`config.mk`:
```
export PLATFORM = sky130hd
export DESIGN_NAME = qutrit_repetition_defect_majority
export DESIGN_NICKNAME = d
export VERILOG_FILES = /design/src/rtl/qrdm_pkg.sv /design/src/rtl/qrdm_ram.sv /design/src/rtl/qrdm_cfg.sv /design/src/rtl/qrdm_core.sv /design/src/rtl/qrdm_out_fifo.sv /design/src/rtl/qutrit_repetition_defect_majority.sv
export SDC_FILE = /design/constraint.sdc
export NUM_CORES = 1
export LEC_CHECK = 0
export BUFFER_PORTS_ARGS = -buffer_cell sky130_fd_sc_hd__buf_4
export CORE_MARGIN = 2
export CORE_UTILIZATION = 55
export CTS_CLUSTER_SIZE = 10
export DETAILED_ROUTE_END_ITERATION = 10
export GPL_TIMING_DRIVEN = 0
export PLACE_DENSITY = 0.77
export SYNTH_ARGS = -nofsm -noshare
export SYNTH_HDL_FRONTEND = slang
export SYNTH_SLANG_ARGS = --single-unit
export TNS_END_PERCENT = 30
```
`constraint.sdc`:
```
create_clock -name clk -period 10 [get_ports clk]
set_input_delay 1.5 -clock clk [delete_from_list [all_inputs] [get_ports clk]]
set_output_delay 1.5 -clock clk [all_outputs]
set_load 0.005 [all_outputs]
```
`src/rtl/qrdm_pkg.sv`:
```
`timescale 1ns / 1ps
// shared types, codes and mod-3 helpers for the qutrit repetition defect block
package qrdm_pkg;

  localparam int DIST_W     = 9;
  localparam int COUNT_W    = 7;
  localparam logic [COUNT_W-1:0] COUNT_MAX = 7'd127;
  localparam int FIFO_DEPTH = 4;
  localparam int FIFO_AW    = 2;
  localparam int FIFO_CW    = 3;

  localparam logic CMD_SYNDROME = 1'b0;
  localparam logic CMD_DATA     = 1'b1;

  localparam logic [1:0] KIND_ROUND    = 2'd0;
  localparam logic [1:0] KIND_BOUNDARY = 2'd1;
  localparam logic [1:0] KIND_DECISION = 2'd2;

  typedef enum logic [1:0] {
    REG_DISTANCE = 2'd0,
    REG_ROUNDS   = 2'd1,
    REG_EMIT_ALL = 2'd2,
    REG_EXPECTED = 2'd3
  } reg_idx_t;

  typedef struct packed {
    logic [6:0] code_distance;
    logic [9:0] round_count;
    logic       emit_all;
    logic [1:0] expected_logical;
  } cfg_t;

  typedef struct packed {
    logic              cmd;
    logic [5:0]        position;
    logic [9:0]        round_number;
    logic signed [7:0] raw_value;
  } item_t;

  typedef struct packed {
    logic [1:0] kind;
    logic [9:0] round_label;
    logic [5:0] edge_index;
    logic [1:0] syndrome_value;
    logic [1:0] previous_value;
    logic [1:0] defect_value;
    logic [1:0] decision;
    logic       tie;
    logic       failure;
    logic       last;
  } result_t;

  typedef struct packed {
    logic    v0;
    logic    v1;
    result_t r0;
    result_t r1;
  } push_t;

  // residue mod 3 by folding base-4 digits
  function automatic logic [1:0] mod3_9(input logic [8:0] x);
    logic [3:0] s1;
    logic [2:0] s2;
    logic [1:0] s3;
    s1 = 4'(x[1:0]) + 4'(x[3:2]) + 4'(x[5:4]) + 4'(x[7:6]) + 4'(x[8]);
    s2 = 3'(s1[1:0]) + 3'(s1[3:2]);
    s3 = s2[1:0] + 2'(s2[2]);
    return (s3 == 2'd3) ? 2'd0 : s3;
  endfunction

  // a minus b mod 3, both in 0..2
  function automatic logic [1:0] sub3(input logic [1:0] a, input logic [1:0] b);
    logic [2:0] t;
    t = {1'b0, a} + 3'd3 - {1'b0, b};
    if (t >= 3'd3) begin
      t = t - 3'd3;
    end
    return t[1:0];
  endfunction

endpackage

```
`src/rtl/qrdm_ram.sv`:
```
`timescale 1ns / 1ps
// generic single-port-write ram with registered read
module qrdm_ram #(
  parameter int WIDTH = 2,
  parameter int DEPTH = 63
) (
  input  logic                                  clk,
  input  logic                                  we,
  input  logic [((DEPTH > 1) ? $clog2(DEPTH) : 1)-1:0] waddr,
  input  logic [WIDTH-1:0]                      wdata,
  input  logic                                  re,
  input  logic [((DEPTH > 1) ? $clog2(DEPTH) : 1)-1:0] raddr,
  output logic [WIDTH-1:0]                      rdata
);

  logic [WIDTH-1:0] mem [DEPTH];
  logic [WIDTH-1:0] rdata_r;

  always_ff @(posedge clk) begin
    if (we) begin
      mem[waddr] <= wdata;
    end
    if (re) begin
      rdata_r <= mem[raddr];
    end
  end

  assign rdata = rdata_r;

endmodule

```
`src/rtl/qrdm_cfg.sv`:
```
`timescale 1ns / 1ps
// apb configuration registers
module qrdm_cfg import qrdm_pkg::*; (
  input  logic        clk,
  input  logic        rst_n,
  input  logic        psel,
  input  logic        penable,
  input  logic        pwrite,
  input  logic [3:0]  paddr,
  input  logic [31:0] pwdata,
  output logic [31:0] prdata,
  output logic        pready,
  output cfg_t        cfg
);

  cfg_t     cfg_r;
  reg_idx_t idx;
  logic     wr;

  assign idx    = reg_idx_t'(paddr[3:2]);
  assign wr     = psel & penable & pwrite;
  assign pready = 1'b1;
  assign cfg    = cfg_r;

  always_ff @(posedge clk) begin
    if (!rst_n) begin
      cfg_r.code_distance    <= 7'd3;
      cfg_r.round_count      <= 10'd5;
      cfg_r.emit_all         <= 1'b0;
      cfg_r.expected_logical <= 2'd0;
    end else if (wr) begin
      case (idx)
        REG_DISTANCE: cfg_r.code_distance    <= pwdata[6:0];
        REG_ROUNDS:   cfg_r.round_count      <= pwdata[9:0];
        REG_EMIT_ALL: cfg_r.emit_all         <= pwdata[0];
        REG_EXPECTED: cfg_r.expected_logical <= pwdata[1:0];
        default: ;
      endcase
    end
  end

  always_comb begin
    case (idx)
      REG_DISTANCE: prdata = 32'(cfg_r.code_distance);
      REG_ROUNDS:   prdata = 32'(cfg_r.round_count);
      REG_EMIT_ALL: prdata = 32'(cfg_r.emit_all);
      REG_EXPECTED: prdata = 32'(cfg_r.expected_logical);
      default:      prdata = 32'd0;
    endcase
  end

endmodule

```
`src/rtl/qrdm_core.sv`:
```
`timescale 1ns / 1ps
// input register, syndrome store and single-pass defect and majority logic
module qrdm_core import qrdm_pkg::*; #(
  parameter int MAX_DISTANCE = 64
) (
  input  logic  clk,
  input  logic  rst_n,
  input  cfg_t  cfg,
  input  logic  in_valid,
  output logic  in_ready,
  input  item_t in_item,
  input  logic  room,
  output push_t push
);

  localparam int EDGES = MAX_DISTANCE - 1;
  localparam int AW    = (EDGES > 1) ? $clog2(EDGES) : 1;

  logic               s1_valid_r;
  item_t              s1_item_r;
  logic               byp_hit_r;
  logic [1:0]         byp_data_r;
  logic [1:0]         last_data_r;
  logic [COUNT_W-1:0] cnt_r   [3];
  logic [COUNT_W-1:0] cnt_nxt [3];
  logic [EDGES-1:0]   vld_r;

  logic               advance, accept;
  logic [5:0]         rd_pos, s1_pos;
  logic [AW-1:0]      raddr, s1_addr;
  logic [1:0]         rdata;
  logic               we;

  logic [1:0]         val, stored_prev, prev, check, def;
  logic [DIST_W-1:0]  d_sat, pos9;
  logic               syn_ok, data_ok, is_last, ea, eb;
  logic [1:0]         best;
  logic [COUNT_W-1:0] best_cnt;
  logic               tied;
  logic [1:0]         dec;
  result_t            res_a, res_b;

  assign advance  = s1_valid_r & room;
  assign in_ready = ~s1_valid_r | room;
  assign accept   = in_valid & in_ready;

  assign rd_pos  = (in_item.cmd == CMD_DATA) ? in_item.position - 6'd1 : in_item.position;
  assign raddr   = AW'(rd_pos);
  assign s1_pos  = (s1_item_r.cmd == CMD_DATA) ? s1_item_r.position - 6'd1
                                               : s1_item_r.position;
  assign s1_addr = AW'(s1_pos);

  qrdm_ram #(
    .WIDTH (2),
    .DEPTH (EDGES)
  ) u_prev_ram (
    .clk   (clk),
    .we    (we),
    .waddr (s1_addr),
    .wdata (val),
    .re    (accept),
    .raddr (raddr),
    .rdata (rdata)
  );

  always_comb begin
    d_sat = DIST_W'(cfg.code_distance);
    if (d_sat < DIST_W'(2)) begin
      d_sat = DIST_W'(2);
    end else if (d_sat > DIST_W'(MAX_DISTANCE)) begin
      d_sat = DIST_W'(MAX_DISTANCE);
    end
  end

  assign pos9 = DIST_W'(s1_item_r.position);
  assign val  = mod3_9(s1_item_r.raw_value[7] ? {1'b0, s1_item_r.raw_value} + 9'd2
                                              : {1'b0, s1_item_r.raw_value});

  assign syn_ok  = (s1_item_r.cmd == CMD_SYNDROME) && (pos9 + DIST_W'(1) < d_sat);
  assign data_ok = (s1_item_r.cmd == CMD_DATA) && (pos9 < d_sat);
  assign is_last = data_ok && (pos9 + DIST_W'(1) == d_sat);
  assign we      = advance & syn_ok;

  assign stored_prev = byp_hit_r ? byp_data_r : (vld_r[s1_addr] ? rdata : 2'd0);
  assign check       = sub3(last_data_r, val);
  assign prev        = (syn_ok && s1_item_r.round_number == 10'd0) ? 2'd0 : stored_prev;
  assign def         = syn_ok ? sub3(val, prev) : sub3(check, prev);

  assign ea = (syn_ok || (data_ok && s1_item_r.position != 6'd0)) &&
              (cfg.emit_all || def != 2'd0);
  assign eb = is_last;

  always_comb begin
    for (int s = 0; s < 3; s++) begin
      cnt_nxt[s] = (s1_item_r.position == 6'd0) ? '0 : cnt_r[s];
      if (val == 2'(s) && cnt_nxt[s] < COUNT_MAX) begin
        cnt_nxt[s] = cnt_nxt[s] + COUNT_W'(1);
      end
    end
  end

  always_comb begin
    best     = 2'd0;
    best_cnt = cnt_nxt[0];
    tied     = 1'b0;
    if (cnt_nxt[1] > best_cnt) begin
      best     = 2'd1;
      best_cnt = cnt_nxt[1];
    end else if (cnt_nxt[1] == best_cnt) begin
      tied = 1'b1;
    end
    if (cnt_nxt[2] > best_cnt) begin
      best = 2'd2;
      tied = 1'b0;
    end else if (cnt_nxt[2] == best_cnt) begin
      tied = 1'b1;
    end
  end

  assign dec = tied ? 2'd0 : best;

  always_comb begin
    res_a                = '0;
    res_a.kind           = syn_ok ? KIND_ROUND : KIND_BOUNDARY;
    res_a.round_label    = syn_ok ? s1_item_r.round_number : cfg.round_count;
    res_a.edge_index     = s1_pos;
    res_a.syndrome_value = syn_ok ? val : check;
    res_a.previous_value = prev;
    res_a.defect_value   = def;
    res_a.last           = ~eb;

    res_b             = '0;
    res_b.kind        = KIND_DECISION;
    res_b.round_label = cfg.round_count;
    res_b.decision    = dec;
    res_b.tie         = tied;
    res_b.failure     = tied || ({1'b0, dec} != {1'b0, cfg.expected_logical});
    res_b.last        = 1'b1;
  end

  assign push.v0 = advance & (ea | eb);
  assign push.v1 = advance & ea & eb;
  assign push.r0 = ea ? res_a : res_b;
  assign push.r1 = res_b;

  always_ff @(posedge clk) begin
    if (!rst_n) begin
      s1_valid_r  <= 1'b0;
      vld_r       <= '0;
      last_data_r <= 2'd0;
      for (int s = 0; s < 3; s++) begin
        cnt_r[s] <= '0;
      end
    end else begin
      if (accept) begin
        s1_valid_r <= 1'b1;
      end else if (advance) begin
        s1_valid_r <= 1'b0;
      end
      if (we) begin
        vld_r[s1_addr] <= 1'b1;
      end
      if (advance && data_ok) begin
        last_data_r <= val;
        for (int s = 0; s < 3; s++) begin
          cnt_r[s] <= cnt_nxt[s];
        end
      end
    end
  end

  // ram read and write at the same edge return the old entry, so forward it
  always_ff @(posedge clk) begin
    if (accept) begin
      s1_item_r  <= in_item;
      byp_hit_r  <= we && (s1_addr == raddr);
      byp_data_r <= val;
    end
  end

endmodule

```
`src/rtl/qrdm_out_fifo.sv`:
```
`timescale 1ns / 1ps
// result queue taking up to two words a cycle and giving one
module qrdm_out_fifo import qrdm_pkg::*; (
  input  logic    clk,
  input  logic    rst_n,
  input  push_t   push,
  output logic    room,
  output logic    out_valid,
  input  logic    out_ready,
  output result_t out_res
);

  result_t            mem [FIFO_DEPTH];
  logic [FIFO_AW-1:0] head_r, tail_r;
  logic [FIFO_CW-1:0] cnt_r;
  logic               pop;

  assign out_valid = (cnt_r != '0);
  assign out_res   = mem[head_r];
  assign pop       = out_valid & out_ready;
  assign room      = (cnt_r <= FIFO_CW'(FIFO_DEPTH - 2));

  always_ff @(posedge clk) begin
    if (push.v0) begin
      mem[tail_r] <= push.r0;
    end
    if (push.v1) begin
      mem[tail_r + FIFO_AW'(1)] <= push.r1;
    end
  end

  always_ff @(posedge clk) begin
    if (!rst_n) begin
      head_r <= '0;
      tail_r <= '0;
      cnt_r  <= '0;
    end else begin
      if (pop) begin
        head_r <= head_r + FIFO_AW'(1);
      end
      tail_r <= tail_r + FIFO_AW'(push.v0) + FIFO_AW'(push.v1);
      cnt_r  <= cnt_r + FIFO_CW'(push.v0) + FIFO_CW'(push.v1) - FIFO_CW'(pop);
    end
  end

endmodule

```
`src/rtl/qutrit_repetition_defect_majority.sv`:
```
`timescale 1ns / 1ps
// top level: qutrit repetition code defect extraction and majority decode
//
// input stream: one measurement word per transfer; in_tuser says syndrome (0) or
// final data qutrit (1). output stream: defect, boundary and decision words, with
// out_tuser giving the kind and out_tlast marking the final word caused by one input.
// configuration goes through the apb port; write only while the block is idle.
//
// an accepted word waits in the input register and its results are written to the
// output queue once the queue has room; the queue's head word drives out_t* directly.
// one input word per cycle while each input yields at most one result and the
// receiver is ready; a two-result input (boundary check plus decision) uses two
// output transfers. the rate is set by the single output port of the result queue.
// the syndrome store is a ram with registered read, addressed at acceptance.
//
// reset clears the syndrome valid bits, counts, queue and registers to their
// defaults. when the receiver stalls, the four-word queue fills and in_tready
// drops once fewer than two free slots remain; nothing is lost.
module qutrit_repetition_defect_majority import qrdm_pkg::*; #(
  parameter int MAX_DISTANCE = 64
) (
  input  logic        clk,
  input  logic        rst_n,
  input  logic        in_tvalid,
  output logic        in_tready,
  input  logic [23:0] in_tdata,   // position, round_number, raw_value
  input  logic        in_tuser,   // cmd
  output logic        out_tvalid,
  input  logic        out_tready,
  output logic [31:0] out_tdata,  // round_label, edge_index, syndrome_value,
                                  // previous_value, defect_value, decision, tie,
                                  // failure, zero fill
  output logic [1:0]  out_tuser,  // kind
  output logic        out_tlast,
  input  logic        cfg_psel,
  input  logic        cfg_penable,
  input  logic        cfg_pwrite,
  input  logic [3:0]  cfg_paddr,
  input  logic [31:0] cfg_pwdata,
  output logic [31:0] cfg_prdata,
  output logic        cfg_pready
);

  cfg_t    cfg;
  item_t   item;
  push_t   push;
  logic    room;
  result_t res;

  assign item.cmd          = in_tuser;
  assign item.position     = in_tdata[5:0];
  assign item.round_number = in_tdata[15:6];
  assign item.raw_value    = in_tdata[23:16];

  qrdm_cfg u_cfg (
    .clk     (clk),
    .rst_n   (rst_n),
    .psel    (cfg_psel),
    .penable (cfg_penable),
    .pwrite  (cfg_pwrite),
    .paddr   (cfg_paddr),
    .pwdata  (cfg_pwdata),
    .prdata  (cfg_prdata),
    .pready  (cfg_pready),
    .cfg     (cfg)
  );

  qrdm_core #(
    .MAX_DISTANCE (MAX_DISTANCE)
  ) u_core (
    .clk      (clk),
    .rst_n    (rst_n),
    .cfg      (cfg),
    .in_valid (in_tvalid),
    .in_ready (in_tready),
    .in_item  (item),
    .room     (room),
    .push     (push)
  );

  qrdm_out_fifo u_out (
    .clk       (clk),
    .rst_n     (rst_n),
    .push      (push),
    .room      (room),
    .out_valid (out_tvalid),
    .out_ready (out_tready),
    .out_res   (res)
  );

  assign out_tdata = {6'd0, res.failure, res.tie, res.decision, res.defect_value,
                      res.previous_value, res.syndrome_value, res.edge_index,
                      res.round_label};
  assign out_tuser = res.kind;
  assign out_tlast = res.last;

endmodule

```
==> flow_metrics.tcl <==
set metrics [dict create \
    yosys_warnings 0 \
    clock_skew_ns 0.0144 \
    mostFrequentLayoutCells "edfxtp_1 (233), nor2_1 (159), dfxtp_1 (155)" \
    ant_nets 0 \
    core-area_um2 33600 \
    syn2layout_area_growth_pct 15.1 \
    endpoint_kind "flop" \
    track_usage 0.275 \
    grt_overflow 0 \
    hp-class "flop to flop" \
    vias 13700 \
    ys.flop_type "edfxtp_1" \
    die_area_um2 35700 \
    drt_iter0_drc 1495 \
    fin_util 0.645 \
    r2r_cells 39 \
    syn_area_per_cell_um2 11.9 \
    peakVddDrop_uv 616 \
    cts_max_level 2 \
    whs_ns 0.470 \
    final_common_cell "edfxtp_1" \
    grt_pass1_vias 13500 \
    cp_common_cell "ha_1" \
    fillers 2525 \
    synth_edf_count 233 \
    cts_buffers 45 \
    r2r-end "u_out.cnt_r[2]" \
    path_max_fanout 5 \
    finalCritPeriodShare 0.957 \
    slew_violations 10 \
    synth-simple-area-share 0.117 \
    synth_area_um2 18800 \
    num_rows 67 \
    io_pins 138 \
    crit_buf_inv 8 \
    fin_crit_ns 9.57 \
    placed_cell_area_um2 20200 \
    setup_viol 0 \
    violations "max-capacitance violations, max-slew violations" \
    viasPerCell 6.15 \
    crit_slowest_cell "fa_1" \
    cts_tree "yes" \
    p_leak_nw 7.74 \
    critical_path_arrival_ns 10.01 \
    synthAdderAreaFrac 0.0469 \
    routedWlPerCell_um 22.4 \
    nNetsFinal 1880 \
    clock_latency_ns 0.55 \
    grt_max_degree 39 \
    final_cell_area_um2 21700 \
    grt_first_pass_wirelength_um 75600 \
    ctsRootBufferMaster "clkbuf_16" \
    start_kind "flop" \
    r2r_slack_ns 0.43 \
    cap_violations 1 \
    synthArstFlopShare 0 \
    syn_inst 1577 \
    synth_cell_types 74 \
    relSlewSlack -0.0179 \
    dp_hpwl_um 34900 \
    startpoint "u_core.s1_item_r[1]" \
    synth_compound_area_frac 0.122 \
    cts_sinks 388 \
    cts_hold_buf 0 \
    synth_mux_area_frac 0.114 \
    hold_depth 1 \
    cts.clk_slew.worst_paths_ns 0.06 \
    hold_viol_final 0 \
    crit_type "flop to flop" \
    wirelength_um 49800 \
    dieWidth_um 189 \
    cpPeakStageDelay_ns 0.61 \
    status "finished, violations left" \
    worstReg2RegStart "u_core.s1_item_r[1]" \
    critPathRequiredTime_ns 10.44 \
    antenna_found_initial 0 \
    p_per_area_nw_per_um2 381 \
    hp-start "u_core.vld_r[56]" \
    fmax_mhz 104 \
    drive_gt1_frac 0.177 \
    drcViolationCount 0 \
    final.setup.tns_ns 0 \
    die_y_um 189 \
    routabilityCongestion 0.984 \
    antenna_cells 0 \
    dr.pass1.iters 6 \
    synth_xor_xnor_area_share 0.0242 \
    tightestPinTransition_ns 1.52 \
    synth_top_family_by_area "compound AO/OA/AOI/OAI gates" \
    crit_family "adder cells" \
    synth-seq-cells 388 \
    start_util 0.560 \
    min_to "u_core.vld_r[56]" \
    port_buffers 82 \
    yosysSeqAreaShare 0.536 \
    cts_max_path_buffers 3 \
]
worst reg2reg max path: cells and delay by family, from the launching register on:
| family | cells | cell delay, ns |
|---|---|---|
| simple gates | 5 | 1.18 |
| buf+inv | 8 | 0.61 |
| mux | 2 | 0.51 |
| xor+xnor | 2 | 0.39 |
| fa+ha+maj | 17 | 5.44 |
| flops | 1 | 0.42 |
| compound gates | 5 | 0.90 |
worst max-delay path by stage:
stage                                   to  slack, ns  cells past startpoint
after CTS                 u_out.mem[2][20]      0.008                     36
after floorplan             u_out.cnt_r[2]       0.20                     38
final                       u_out.cnt_r[2]       0.43                     39
after detailed placement  u_out.mem[0][20]      -0.23                     35
after global routing        u_out.cnt_r[2]      -0.03                     39
after global placement    u_out.mem[2][20]      -1.17                     36
cells in the mapped netlist (13+ instances only):
| library cell | count | area share |
|---|---|---|
| nor2b_1 | 22 | 0.0073 |
| ha_1 | 53 | 0.035 |
| dfxtp_1 | 155 | 0.16 |
| clkbuf_1 | 52 | 0.010 |
| nand2_1 | 140 | 0.028 |
| buf_2 | 19 | 0.0050 |
| o21a_1 | 73 | 0.029 |
| buf_4 | 36 | 0.014 |
| o22ai_1 | 20 | 0.0066 |
| and2_1 | 27 | 0.0090 |
| a21boi_0 | 13 | 0.0052 |
| inv_1 | 40 | 0.0080 |
| mux4_2 | 71 | 0.085 |
| nor2_1 | 163 | 0.032 |
| nand3_1 | 23 | 0.0061 |
| xor2_1 | 19 | 0.0088 |
| nor3_1 | 34 | 0.0090 |
| a21oi_1 | 23 | 0.0061 |
| xnor2_1 | 33 | 0.015 |
| edfxtp_1 | 233 | 0.37 |
| o21ai_0 | 66 | 0.018 |
| mux2i_1 | 42 | 0.022 |
| a22o_1 | 44 | 0.020 |
metal layers:
layer / global-route usage / vias to the layer above / wire (um)
met4: 0.104 / 0 / 2040
met2: 0.466 / 651 / 24500
met3: 0.0458 / 130 / 4150
met1: 0.356 / 6766 / 19100
met5: 0 / - / 0
li1: - / 6151 / -
report_power, final:
group	total (mW)	switching, mW	internal [mW]
clock	1.48	0.617	0.861
sequential	2.41	0.0564	2.36
combinational	4.36	2.71	1.65
area by class of cell:
cell class	instances	area [um2]	area share
clock inverter	1	30.0	0.00139
buffer	111	591	0.0272
inverter	42	173	0.00796
multi-input combinational	1063	8160	0.377
tap	448	561	0.0259
clock buffer	76	1240	0.0573
sequential	388	10100	0.466
timing repair buffer	97	820	0.0378
flip-flops by register name, summed over array words and instances, names as in the netlist, 3 cells and up, named ones only:
name	cells
u_out.cnt_r	3
u_core.u_prev_ram.mem	126
u_cfg.cfg	20
u_out.mem	116
u_core.vld_r	63
u_core.pos9	6
u_core.cnt_r	21
u_core.s1_item_r	19
per-stage QoR:
step                instances  setup slack, ns  total power [mW]
floorplan                1604            0.197              5.16
global placement         2134            -1.17              5.99
detailed placement       2138           -0.232              6.43
CTS                      2218          0.00788              8.05
global route             2226          -0.0284              8.76
finish                   2226            0.429              8.25
timing repair:
action / CTS / global route
pin swaps: 1 / 1
endpoints found under the setup margin: 58 / 93
setup buffers: 3 / 8
gates resized for setup: 4 / 10
cell families (layout without fill, tap and decap cells):
| family | Yosys count | after routing |
|---|---|---|
| compound gates | 319 | 319 |
| xor+xnor | 52 | 52 |
| fa+ha+maj | 64 | 64 |
| buf+inv | 153 | 327 |
| flops | 388 | 388 |
| mux | 125 | 125 |
| other cells | 2 | 29 |
| simple gates | 474 | 474 |
(Power assumes the default switching activity.)
